<file path="src/hw/rtl/lgor_pkg.sv">
package lgor_pkg;

    // Group buffer geometry.
    localparam int GROUP_DEPTH = 32;
    localparam int IDX_W       = (GROUP_DEPTH > 1) ? $clog2(GROUP_DEPTH) : 1;
    localparam int FILL_W      = $clog2(GROUP_DEPTH + 1);

    // Field widths.
    localparam int KIND_W = 3;
    localparam int CODE_W = 21;
    localparam int PAY_W  = 32;
    localparam int CAP_W  = 16;

    localparam logic [CAP_W-1:0] CAP_RESET = 16'hFFFF;

    // Op kinds.
    localparam logic [KIND_W-1:0] KIND_KEEP = 3'd0;
    localparam logic [KIND_W-1:0] KIND_DEL  = 3'd1;
    localparam logic [KIND_W-1:0] KIND_INS  = 3'd2;
    localparam logic [KIND_W-1:0] KIND_OVW  = 3'd3;
    localparam logic [KIND_W-1:0] KIND_DBG  = 3'd4;

    localparam logic [CODE_W-1:0] CODE_NEWLINE = 21'd10;

    // Scan passes over the group buffer.
    typedef logic [1:0] t_pass;
    localparam t_pass PASS_DEL = 2'd0;
    localparam t_pass PASS_INS = 2'd1;
    localparam t_pass PASS_DBG = 2'd2;

    // One buffered or emitted op.
    typedef struct packed {
        logic [KIND_W-1:0] kind;
        logic [CODE_W-1:0] code;
        logic [PAY_W-1:0]  payload;
    } t_op;

    // Controller states.
    typedef enum logic [2:0] {
        ST_IDLE,
        ST_SCAN,
        ST_DRAIN,
        ST_FLUSH_OP,
        ST_FINISH
    } t_state;

    // Commands from the controller to the datapath.
    typedef struct packed {
        logic take;
        logic scan_issue;
        logic flush_emit;
        logic finish;
    } t_ctl_cmd;

    // Status from the datapath to the controller.
    typedef struct packed {
        logic in_work;
        logic fill_zero;
        logic scan_last;
        logic pipe_vld;
        logic stall;
        logic item_flush;
        logic fin_ok;
    } t_dp_stat;

    // True when a buffered op of this kind is emitted by the given pass.
    function automatic logic kind_in_pass(input logic [KIND_W-1:0] kind, input t_pass pass);
        logic hit;
        unique case (pass)
            PASS_DEL: hit = (kind == KIND_DEL);
            PASS_INS: hit = (kind == KIND_INS) || (kind == KIND_OVW);
            PASS_DBG: hit = (kind == KIND_DBG);
            default:  hit = 1'b0;
        endcase
        return hit;
    endfunction

endpackage

</file>
<file path="src/hw/rtl/line_group_op_reorder_core.sv">
// Line group op reorder core.
// Input channel: i_in_valid / o_in_ready carry one edit op per beat
// (i_op_kind, i_char_code, i_op_payload, i_stream_end). Output channel:
// o_out_valid / i_out_ready carry one reordered op per beat, with o_run_last
// on the last beat caused by an input op and o_overflow_seen as the sticky
// group overflow flag. i_cfg_wr_en / i_cfg_wr_data write the output cap.
// Ops that are only buffered are taken back to back. A flush op
// (a non-debug keep or newline) or a stream end scans the group buffer three
// times through its single read port, one entry per cycle while the output
// does not stall; the input side stays closed until that op is finished.
// A scan hit waits in a hold stage until the next hit or the end of the op,
// then moves to the output register; a result thus passes the read stage,
// the hold stage and the output register in turn.
// When the receiver stalls, the scan pauses in place and resumes without loss.
// Reset clears the buffer fill, the emitted count, the overflow flag and all
// valid flags, and sets the cap to 65535; buffer contents need no clearing.
module line_group_op_reorder_core (
    input  logic                        i_clk,
    input  logic                        i_rst_n,
    input  logic                        i_in_valid,
    output logic                        o_in_ready,
    input  logic [lgor_pkg::KIND_W-1:0] i_op_kind,
    input  logic [lgor_pkg::CODE_W-1:0] i_char_code,
    input  logic [lgor_pkg::PAY_W-1:0]  i_op_payload,
    input  logic                        i_stream_end,
    input  logic                        i_cfg_wr_en,
    input  logic [lgor_pkg::CAP_W-1:0]  i_cfg_wr_data,
    output logic                        o_out_valid,
    input  logic                        i_out_ready,
    output logic [lgor_pkg::KIND_W-1:0] o_out_kind,
    output logic [lgor_pkg::CODE_W-1:0] o_out_code,
    output logic [lgor_pkg::PAY_W-1:0]  o_out_payload,
    output logic                        o_run_last,
    output logic                        o_overflow_seen
);

    lgor_pkg::t_ctl_cmd cmd;
    lgor_pkg::t_dp_stat stat;

    // Sequencer.
    lgor_ctrl u_ctrl (
        .i_clk      (i_clk),
        .i_rst_n    (i_rst_n),
        .i_in_valid (i_in_valid),
        .i_stat     (stat),
        .o_cmd      (cmd)
    );

    // Buffer, counters and output stages.
    lgor_dp u_dp (
        .i_clk           (i_clk),
        .i_rst_n         (i_rst_n),
        .i_cmd           (cmd),
        .o_stat          (stat),
        .i_in_valid      (i_in_valid),
        .i_op_kind       (i_op_kind),
        .i_char_code     (i_char_code),
        .i_op_payload    (i_op_payload),
        .i_stream_end    (i_stream_end),
        .i_cfg_wr_en     (i_cfg_wr_en),
        .i_cfg_wr_data   (i_cfg_wr_data),
        .o_out_valid     (o_out_valid),
        .i_out_ready     (i_out_ready),
        .o_out_kind      (o_out_kind),
        .o_out_code      (o_out_code),
        .o_out_payload   (o_out_payload),
        .o_run_last      (o_run_last),
        .o_overflow_seen (o_overflow_seen)
    );

    assign o_in_ready = cmd.take;

endmodule

</file>
<file path="src/hw/rtl/lgor_ctrl.sv">
module lgor_ctrl (
    input  logic                i_clk,
    input  logic                i_rst_n,
    input  logic                i_in_valid,
    input  lgor_pkg::t_dp_stat  i_stat,
    output lgor_pkg::t_ctl_cmd  o_cmd
);

    lgor_pkg::t_state r_state;
    lgor_pkg::t_state n_state;

    // State register.
    always_ff @(posedge i_clk) begin
        if (!i_rst_n) begin
            r_state <= lgor_pkg::ST_IDLE;
        end else begin
            r_state <= n_state;
        end
    end

    // Next state.
    always_comb begin
        n_state = r_state;
        unique case (r_state)
            lgor_pkg::ST_IDLE: begin
                if (i_in_valid && i_stat.in_work) begin
                    n_state = lgor_pkg::ST_SCAN;
                end
            end
            lgor_pkg::ST_SCAN: begin
                if (i_stat.fill_zero) begin
                    n_state = lgor_pkg::ST_DRAIN;
                end else if (!i_stat.stall && i_stat.scan_last) begin
                    n_state = lgor_pkg::ST_DRAIN;
                end
            end
            lgor_pkg::ST_DRAIN: begin
                if (!i_stat.pipe_vld || !i_stat.stall) begin
                    n_state = i_stat.item_flush ? lgor_pkg::ST_FLUSH_OP
                                                : lgor_pkg::ST_FINISH;
                end
            end
            lgor_pkg::ST_FLUSH_OP: begin
                if (!i_stat.stall) begin
                    n_state = lgor_pkg::ST_FINISH;
                end
            end
            lgor_pkg::ST_FINISH: begin
                if (i_stat.fin_ok) begin
                    n_state = lgor_pkg::ST_IDLE;
                end
            end
            default: n_state = lgor_pkg::ST_IDLE;
        endcase
    end

    // Commands decoded from the current state.
    always_comb begin
        o_cmd            = '0;
        o_cmd.take       = (r_state == lgor_pkg::ST_IDLE);
        o_cmd.scan_issue = (r_state == lgor_pkg::ST_SCAN) && !i_stat.fill_zero;
        o_cmd.flush_emit = (r_state == lgor_pkg::ST_FLUSH_OP);
        o_cmd.finish     = (r_state == lgor_pkg::ST_FINISH);
    end

endmodule

</file>
<file path="src/hw/rtl/lgor_dp.sv">
module lgor_dp (
    input  logic                                 i_clk,
    input  logic                                 i_rst_n,
    input  lgor_pkg::t_ctl_cmd                   i_cmd,
    output lgor_pkg::t_dp_stat                   o_stat,
    input  logic                                 i_in_valid,
    input  logic [lgor_pkg::KIND_W-1:0]          i_op_kind,
    input  logic [lgor_pkg::CODE_W-1:0]          i_char_code,
    input  logic [lgor_pkg::PAY_W-1:0]           i_op_payload,
    input  logic                                 i_stream_end,
    input  logic                                 i_cfg_wr_en,
    input  logic [lgor_pkg::CAP_W-1:0]           i_cfg_wr_data,
    output logic                                 o_out_valid,
    input  logic                                 i_out_ready,
    output logic [lgor_pkg::KIND_W-1:0]          o_out_kind,
    output logic [lgor_pkg::CODE_W-1:0]          o_out_code,
    output logic [lgor_pkg::PAY_W-1:0]           o_out_payload,
    output logic                                 o_run_last,
    output logic                                 o_overflow_seen
);

    // Group buffer.
    lgor_pkg::t_op r_mem [lgor_pkg::GROUP_DEPTH];

    // Stream state and configuration.
    logic [lgor_pkg::CAP_W-1:0]  r_cap;
    logic [lgor_pkg::FILL_W-1:0] r_fill;
    logic [lgor_pkg::CAP_W-1:0]  r_count;
    logic                        r_overflow;

    // Current item.
    lgor_pkg::t_op r_item;
    logic          r_item_flush;
    logic          r_item_end;

    // Scan position and read stage.
    logic [lgor_pkg::IDX_W-1:0] r_idx;
    lgor_pkg::t_pass            r_pass;
    logic                       r_rd_vld;
    lgor_pkg::t_pass            r_rd_pass;
    lgor_pkg::t_op              r_rd_data;

    // Hold stage: one result that waits until it is known whether it is the last.
    lgor_pkg::t_op r_hold;
    logic          r_hold_ovf;
    logic          r_hold_vld;

    // Output register.
    lgor_pkg::t_op r_out;
    logic          r_out_last;
    logic          r_out_ovf;
    logic          r_out_vld;

    logic          accept;
    logic          in_flush;
    logic          in_buf;
    logic          cap_ok;
    logic          scan_hit;
    logic          cand_vld;
    lgor_pkg::t_op cand;
    logic          out_free;
    logic          stall;
    logic          take_cand;
    logic          push_mid;
    logic          push_last;
    logic          rd_en;
    logic          fin_ok;

    // Classification of the incoming op.
    always_comb begin
        accept   = i_in_valid && i_cmd.take;
        in_flush = (i_op_kind != lgor_pkg::KIND_DBG) &&
                   ((i_op_kind == lgor_pkg::KIND_KEEP) || (i_char_code == lgor_pkg::CODE_NEWLINE));
        in_buf   = !in_flush && (i_op_kind >= lgor_pkg::KIND_DEL) &&
                   (i_op_kind <= lgor_pkg::KIND_DBG);
    end

    // Candidate result from the read stage or the flush op, and the stall rule.
    always_comb begin
        cap_ok    = (r_count < r_cap);
        scan_hit  = r_rd_vld && lgor_pkg::kind_in_pass(r_rd_data.kind, r_rd_pass);
        cand_vld  = (scan_hit || i_cmd.flush_emit) && cap_ok;
        cand      = scan_hit ? r_rd_data : r_item;
        out_free  = !r_out_vld || i_out_ready;
        stall     = cand_vld && r_hold_vld && !out_free;
        take_cand = cand_vld && !stall;
        push_mid  = cand_vld && r_hold_vld && out_free;
        push_last = i_cmd.finish && r_hold_vld && out_free;
        rd_en     = i_cmd.scan_issue && !stall;
        fin_ok    = !r_hold_vld || out_free;
    end

    // Configuration register.
    always_ff @(posedge i_clk) begin
        if (!i_rst_n) begin
            r_cap <= lgor_pkg::CAP_RESET;
        end else if (i_cfg_wr_en) begin
            r_cap <= i_cfg_wr_data;
        end
    end

    // Item capture.
    always_ff @(posedge i_clk) begin
        if (accept) begin
            r_item.kind    <= i_op_kind;
            r_item.code    <= i_char_code;
            r_item.payload <= i_op_payload;
            r_item_flush   <= in_flush;
            r_item_end     <= i_stream_end;
        end
    end

    // Buffer write on arrival.
    always_ff @(posedge i_clk) begin
        if (accept && in_buf && (r_fill < lgor_pkg::FILL_W'(lgor_pkg::GROUP_DEPTH))) begin
            r_mem[r_fill[lgor_pkg::IDX_W-1:0]] <= '{kind: i_op_kind, code: i_char_code,
                                                  payload: i_op_payload};
        end
    end

    // Buffer read, one entry per cycle; the data holds while the hold stage is blocked.
    always_ff @(posedge i_clk) begin
        if (rd_en) begin
            r_rd_data <= r_mem[r_idx];
        end
    end

    // Fill count, emitted count and sticky overflow flag.
    always_ff @(posedge i_clk) begin
        if (!i_rst_n) begin
            r_fill     <= '0;
            r_count    <= '0;
            r_overflow <= 1'b0;
        end else begin
            if (accept && in_buf) begin
                if (r_fill < lgor_pkg::FILL_W'(lgor_pkg::GROUP_DEPTH)) begin
                    r_fill <= r_fill + 1'b1;
                end else begin
                    r_overflow <= 1'b1;
                end
            end
            if (take_cand) begin
                r_count <= r_count + 1'b1;
            end
            if (i_cmd.finish && fin_ok) begin
                r_fill <= '0;
                if (r_item_end) begin
                    r_count    <= '0;
                    r_overflow <= 1'b0;
                end
            end
        end
    end

    // Scan position: three passes over the filled entries.
    always_ff @(posedge i_clk) begin
        if (!i_rst_n) begin
            r_idx  <= '0;
            r_pass <= lgor_pkg::PASS_DEL;
        end else if (accept) begin
            r_idx  <= '0;
            r_pass <= lgor_pkg::PASS_DEL;
        end else if (rd_en) begin
            if (r_idx == lgor_pkg::IDX_W'(r_fill - 1'b1)) begin
                r_idx  <= '0;
                r_pass <= r_pass + 1'b1;
            end else begin
                r_idx <= r_idx + 1'b1;
            end
        end
    end

    // Read stage valid and pass tag.
    always_ff @(posedge i_clk) begin
        if (!i_rst_n) begin
            r_rd_vld <= 1'b0;
        end else if (!stall) begin
            r_rd_vld <= i_cmd.scan_issue;
        end
    end

    always_ff @(posedge i_clk) begin
        if (rd_en) begin
            r_rd_pass <= r_pass;
        end
    end

    // Hold stage.
    always_ff @(posedge i_clk) begin
        if (!i_rst_n) begin
            r_hold_vld <= 1'b0;
        end else if (take_cand) begin
            r_hold_vld <= 1'b1;
        end else if (push_last) begin
            r_hold_vld <= 1'b0;
        end
    end

    always_ff @(posedge i_clk) begin
        if (take_cand) begin
            r_hold     <= cand;
            r_hold_ovf <= r_overflow;
        end
    end

    // Output register.
    always_ff @(posedge i_clk) begin
        if (!i_rst_n) begin
            r_out_vld <= 1'b0;
        end else if (push_mid || push_last) begin
            r_out_vld <= 1'b1;
        end else if (i_out_ready) begin
            r_out_vld <= 1'b0;
        end
    end

    always_ff @(posedge i_clk) begin
        if (push_mid || push_last) begin
            r_out      <= r_hold;
            r_out_ovf  <= r_hold_ovf;
            r_out_last <= push_last;
        end
    end

    // Status to the controller.
    always_comb begin
        o_stat            = '0;
        o_stat.in_work    = in_flush || i_stream_end;
        o_stat.fill_zero  = (r_fill == '0);
        o_stat.scan_last  = (r_pass == lgor_pkg::PASS_DBG) &&
                            (r_idx == lgor_pkg::IDX_W'(r_fill - 1'b1));
        o_stat.pipe_vld   = r_rd_vld;
        o_stat.stall      = stall;
        o_stat.item_flush = r_item_flush;
        o_stat.fin_ok     = fin_ok;
    end

    assign o_out_valid     = r_out_vld;
    assign o_out_kind      = r_out.kind;
    assign o_out_code      = r_out.code;
    assign o_out_payload   = r_out.payload;
    assign o_run_last      = r_out_last;
    assign o_overflow_seen = r_out_ovf;

endmodule

</file>
<file path="config.mk">
export PLATFORM = sky130hd
export DESIGN_NAME = line_group_op_reorder_core
export DESIGN_NICKNAME = d
export VERILOG_FILES = /design/src/hw/rtl/lgor_pkg.sv /design/src/hw/rtl/line_group_op_reorder_core.sv /design/src/hw/rtl/lgor_ctrl.sv /design/src/hw/rtl/lgor_dp.sv
export SDC_FILE = /design/constraint.sdc
export NUM_CORES = 2
export LEC_CHECK = 0
export BUFFER_PORTS_ARGS = -buffer_cell sky130_fd_sc_hd__buf_2
export CELL_PAD_IN_SITES_DETAIL_PLACEMENT = 1
export CELL_PAD_IN_SITES_GLOBAL_PLACEMENT = 2
export CORE_MARGIN = 2
export CORE_UTILIZATION = 53
export CTS_BUF_LIST = sky130_fd_sc_hd__clkbuf_8
export DETAILED_ROUTE_END_ITERATION = 6
export PLACE_DENSITY_LB_ADDON = 0.1
export SETUP_SLACK_MARGIN = 0.05
export SLEW_MARGIN = 20
export SYNTH_ARGS = -nofsm -noshare
export SYNTH_HDL_FRONTEND = slang
export SYNTH_SLANG_ARGS = --single-unit
</file>
<file path="constraint.sdc">
create_clock -name i_clk -period 5.97 [get_ports i_clk]
set_clock_uncertainty 0.05 [all_clocks]
set_input_delay 0 -clock i_clk [delete_from_list [all_inputs] [get_ports i_clk]]
set_output_delay 0 -clock i_clk [all_outputs]
set_load 0.02 [all_outputs]
</file>
After elaboration in Yosys (flattened, before gate mapping):

Memories as Yosys holds them, arrays and structs flattened. A register that Yosys moved wholly into a read port is not among the register bits.
Index checks and enable logic that the tools add are counted.

* register bits after elaboration: 227
* input bits: 78
* memory bits (writable): 1792
* memories: 1
* logic and storage cells: 125
* output and inout bits: 60

Memories
* u_dp.r_mem: depth 32, width 56, read ports 1, clocked after Yosys merged registers in 1, write ports 1, line lgor_dp.sv:23 `lgor_pkg::t_op r_mem [lgor_pkg::GROUP_DEPTH];`

* magnitude comparators: 4
* bitwise gates (word level): 1
* equal/unequal tests: 19
* mux-type cells: 24
* $add $sub $neg: 5
* reduce and logical (&&, ||, !) cells: 46

Operators by type and width (number)
* $mux 56: 1
* $mux 16: 3
* $eq 21x4->1 const B: 1
* $mux 3: 7
* $logic_and 1x1->1: 20
* $add 16x1->16 const B: 1
* $lt 16x16->1: 1
* $pmux 3 s5: 1
* $eq 3x2->1 const B: 4
* $mux 1: 10
* $logic_or 1x1->1: 8
* $logic_not 1->1: 7
* $add 6x1->6 const B: 1
* $eq 3x1->1 const B: 2
* $eq 3x3->1 const B: 2
* $logic_not 3->1: 2
* $logic_not 6->1: 1
* $lt 6x6->1 const B: 1
* $add 5x1->5 const B: 1
* $eq 5x5->1: 1
* $mux 5: 1
* $reduce_and 5->1: 1
* $sub 5x1->5 const B: 1
* $eq 2x2->1 const B: 2
* 14 further kinds: 19

Longest topological paths before layout:

* word-level depth: 13
* gate-level depth with buffers: 10
* depth with buffers taken out: 9

Hierarchy:

A second synthesis with hierarchy kept.

* cell total of the unflattened synthesis: 3253
* area, all modules: 78499.0 um^2

By module, submodules not included
* lgor_dp: instances 1, area an instance 78248.8 um^2, cells each 3225
* lgor_ctrl: instances 1, area an instance 250.2 um^2, cells each 28

Worst setup path after synthesis:

No wires, ideal clock.

* path kind: register to register
* start point: reg u_dp.r_count[5] in the netlist's numbering
* end point: reg u_dp.r_out (netlist bit u_dp.o_out_code[0]) (enable)
* cell stages (with the launch flop): 8
* setup slack: 0.940 ns
* data arrival time: 4.487 ns
* library setup time: 0.493 ns
* path through: dfxtp_1 ha_1 a21oi_1 o21ai_0 a211oi_1 a2bb2oi_1 nand2_1 a21oi_1

* word-level cells in the longest chain between the ends: 5

Ends and longest elaborated chain
* from (decl): line lgor_dp.sv:28 `logic [lgor_pkg::CAP_W-1:0] r_count;`
* from (signal assigned): line lgor_dp.sv:143 `r_count <= r_count + 1'b1;`
* $lt 16x16->1: line lgor_dp.sv:80 `cap_ok = (r_count < r_cap);`
* $logic_and 1x1->1: line lgor_dp.sv:82 `cand_vld = (scan_hit || i_cmd.flush_emit) && cap_ok;`
* $logic_and 1x1->1 (2 in series): line lgor_dp.sv:87 `push_mid = cand_vld && r_hold_vld && out_free;`
* $logic_or 1x1->1: line lgor_dp.sv:218 `if (push_mid || push_last) begin`
* to (signal assigned): line lgor_dp.sv:219 `r_out <= r_hold;`
* to (decl): line lgor_dp.sv:49 `lgor_pkg::t_op r_out;`

Every way passes these cells.
A chain may end at the register's enable or synchronous reset.

Worst setup path in the final report:

* start point: in i_char_code[2] in the netlist's numbering
* end point: mem u_dp.r_mem[7][28] in the netlist's numbering (enable)

* word-level cells in the longest chain between the ends: 10

Ends and longest elaborated chain
* from (decl): line line_group_op_reorder_core.sv:23 `input logic [lgor_pkg::CODE_W-1:0] i_char_code,`
* $eq 21x4->1: line lgor_dp.sv:73 `((i_op_kind == lgor_pkg::KIND_KEEP) || (i_char_code == lgor_pkg::CODE_NEWLINE));`
* $logic_or 1x1->1: line lgor_dp.sv:73
* $logic_and 1x1->1: line lgor_dp.sv:72 `in_flush = (i_op_kind != lgor_pkg::KIND_DBG) &&`
* $logic_not 1->1: line lgor_dp.sv:74 `in_buf = !in_flush && (i_op_kind >= lgor_pkg::KIND_DEL) &&`
* $logic_and 1x1->1 (2 in series): line lgor_dp.sv:74
* $logic_and 1x1->1 (2 in series): line lgor_dp.sv:115 `if (accept && in_buf && (r_fill < lgor_pkg::FILL_W'(lgor_pkg::GROUP_DEPTH))) begin`
* $mux 1: line lgor_dp.sv:115
* $mux 1 (implied by the code): line lgor_dp.sv:116 `r_mem[r_fill[lgor_pkg::IDX_W-1:0]] <= '{kind: i_op_kind, code: i_char_code,`
* to (decl): line lgor_dp.sv:23

Every way passes these cells.

==> impl_results.md <==
- Outcome: complete, no violations
- Sequential share of power: between 50% and 60%
- Setup Total Neg Slack: 0 ps
- Area Overhead vs Synth: 14.9%
- Clk buf depth: 4
- Met2 usage: between 40% and 50%
- CP required: ~6600 ps
- Synth Instances: between 3,000 and 4,000
- Initial Util: roughly 53%
- Crit start category: primary input
- Setup crit end kind: register
- Via count of the first global-routing pass: 39,779
- Cell Area, Synth: 0.0784 mm2
- Sink Count: just over 2,000
- Post-DRT Antenna Nets: 0
- Die Ht: just under 400 um
- Crit path DAT: between 5000 and 6000 ps
- Combinational share of power: 4.5%
- Num CTS Buffers: 342
- Syn_area_per_cell: 24.2 um2
- Global-route wire length before repair: roughly 290,000 um
- Total iterations of the first detailed-routing run: 6
- Met3 GRT Util: around 6.8%
- Synth Flop Type: edfxtp_1
- Ys Warns: 0
- Top-area cell type share of the netlist area: 77.5%
- Residual DRC count: 0
- Slew @ Worst Pin: 1150 ps
- DP Area: ~0.082 mm2
- CTS root buf: clkbuf_8
- Headroom to the max-slew limit: 23.1%
- Post-Route WL: 197,000 um
- Hold_sp: i_op_payload[26]
- Post-synth top cells: edfxtp_1 (2,023), mux4_2 (560), mux2_2 (111), clkbuf_1 (91), nor2_1 (64)
- PD cells: approximately 320 mW/mm2
- Period utilisation layout: 75.7%
- FF+latch area: between 0.06 and 0.07 mm2
- Worst setup path start: i_char_code[2]
- Pleak: 28.0 nW
- Port Buffers: around 140
- CTS HTree Levels: 5
- Routability cong.: a little under 0.8
- Core Util, Final: 61.1%
- Reg-to-Reg Start: u_ctrl.r_state[0]
- Share of cells above drive strength 1: 33.4%
- Post-synthesis adder-cell area fraction: less than 1%
- DR iter-0 viols: ~3,700
- Multi-input logic area: 0.0161 mm2
- FFs w/ async S/R, synth: 0%
- Die footprint: ~0.15 mm2
- Compound-cell area share of the yosys netlist: less than 1%
- Largest family of logic cells by synthesized area: multiplexers
- Filler cells: ~12,000
- Internal power: 0.0225 W
- Routed WL per cell: approximately 33 um
- Setup Viol. Count Final: 0
- GRT Max-Usage Layer: met2
- Most frequent cell after synthesis: edfxtp_1
- Slew Viols, Final: 0
- Rows: ~140
- Boundary Pins: about 140
- Antenna violations before repair: 15
- Max_cap viols: 0
- Hold Fails Final Rpt: 0
- Reg clk slew, reported paths: 60 ps
- Post-route cell area: ~0.09 mm2
- Final WS setup: 1450 ps
- GRT overflow: 0
- Top cells by area, synth: edfxtp_1 (78%), mux4_2 (16%), mux2_2 (1.6%)
- Mux share of post-synthesis cell area: 17.7%
- Reg-to-reg setup timing slack: around 1800 ps
- Via count: approximately 37,000
- Synth Area in XOR/XNOR: 0.246%
- Largest net degree at the start of global routing: between 100 and 150
- Fmax: 221 MHz
- Register area share after synthesis: between 70% and 80%
- Syn_nets: 3,336
- RSZ-0062 raised after global routing: false
- Simple-gate share of the synthesized area: approximately 1.1%
- Clock power share: approximately two fifths
- DP Wirelength: 104,000 um
- HP Class: in -> reg
- Die Wd: between 300 and 400 um
- Total power draw: 0.0288 W
- Net Sw Power: approximately 0.0063 W
- Vias/cell: a little over 6
- Yosys reg bits: between 2,000 and 2,500
- GRT Total Usage: a little over a quarter
- Number of synthesized flops with an enable pin: ~2,000
- Worst-path fanout max: 40
- Clk Latency, worst-skew pair: around 1000 ps
- CTS tree: done
- VDD IR-drop max: ~0.0002 V
- Biggest area consumer among synthesized cells: edfxtp_1
- Dpl ws: around 1300 ps
- Switch share: 22.0%
- Post-layout nets: between 3,000 and 4,000
- Minimum clock period: approximately 4500 ps
- M1 GR Usage: roughly 38%
- CORE AREA: 0.147 mm2
- Synth cell types: between 50 and 60
- WS Path Type: in -> reg
[routing by layer]
layer	vias to the layer above	wire length, um
met3	257	16300
li1	15103	-
met4	2	3470
met1	20115	82300
met2	1607	95400
met5	-	13
[path summary, 6_finish.rpt]
check	end	cells past startpoint
setup / recovery	u_dp.r_mem[7][28]	11
hold / removal	u_dp.r_mem[20][26]	2
hold reg to reg	u_dp.o_out_payload[28]	0
setup reg to reg	u_dp.r_mem[7][28]	8
[placed cells by master, fill, tap and decap left out, types with 8 or more instances in the layout]
cell | Yosys | routed
mux2_2 | 111 | 111
a21oi_1 | 23 | 22
dlygate4sd3_1 | 0 | 162
buf_12 | 0 | 45
clkbuf_8 | 0 | 349
clkinv_2 | 0 | 41
buf_4 | 1 | 31
bufinv_16 | 0 | 8
mux4_2 | 560 | 560
nand3_1 | 15 | 15
nor2_4 | 0 | 32
and3_1 | 8 | 8
o21ai_0 | 11 | 11
clkinv_1 | 0 | 93
nor2_1 | 64 | 32
inv_1 | 28 | 119
xor2_1 | 16 | 16
nand4_1 | 8 | 8
ha_1 | 22 | 22
nand2_1 | 45 | 45
dfxtp_1 | 52 | 47
buf_2 | 46 | 154
o211ai_1 | 15 | 15
edfxtp_1 | 2023 | 2023
[metrics by stage]
step	instances	hold slack, ps
2_1_floorplan	3236	48.9
6_report	6006	96.2
4_1_cts	5999	0.863
5_1_grt	6002	82.2
3_3_place_gp	5226	171
3_5_place_dp	5226	178
[cells by family (layout without fill, tap and decap cells)]
family,count (synthesis),after routing
DFF,2075,2075
muxes,672,672
and+or+nand+nor,182,182
buffers and inverters,179,1013
AOI/OAI and AO/OA,84,84
adders and majority gates,22,22
xor gates and xnor gates,22,22
other,0,6
[final cells by class]
cell class              count  share of cell area (%)
diodes                      6                  0.0167
clock buffers             349                    5.34
inverters                  28                   0.121
repair buffers            396                    3.99
multi-input cells         982                    17.9
flip-flops and latches   2075                    68.7
clock inverters           240                    1.32
well taps                1930                    2.68
[state kept, by name (all words and copies together), names as in the netlist, 5 cells and up]
| name | count |
|---|---|
| u_dp.o_out_code | 21 |
| u_dp.o_out_payload | 32 |
| u_dp.r_cap | 16 |
| u_dp.r_count | 16 |
| u_dp.r_fill | 6 |
| u_dp.r_hold | 56 |
| u_dp.r_idx | 5 |
| u_dp.r_item | 56 |
| u_dp.r_mem | 1792 |
| u_dp.r_rd_data | 56 |
[what timing repair did]
action / CTS / global route
resized for setup: 0 / 0
hold buffers: 184 / 0
buffers inserted: 0 / 0
endpoints found under the hold margin: 1921 / 0
[power by group through the flow]
| stage | Sequential [W] | Combinational (W) | Clock, W |
|---|---|---|---|
| 2_1_floorplan | 0.0166 | 0.000619 | 0 |
| 3_3_place_gp | 0.0166 | 0.00113 | 0 |
| 3_5_place_dp | 0.0166 | 0.00118 | 0 |
| 4_1_cts | 0.0163 | 0.00130 | 0.0115 |
| 5_1_grt | 0.0163 | 0.00137 | 0.0121 |
| 6_report | 0.0163 | 0.00128 | 0.0112 |
[worst max-delay path, stage by stage]
cell           delay [ps]
dlygate4sd3_1         540
buf_2                 100
dlygate4sd3_1         540
buf_4                 310
nor4b_1               110
nand3b_1              350
o21ai_0               270
a211oi_2              790
nand2_1               760
nor2_4                800
buf_12                400
Power figures use the tool's default switching activity.
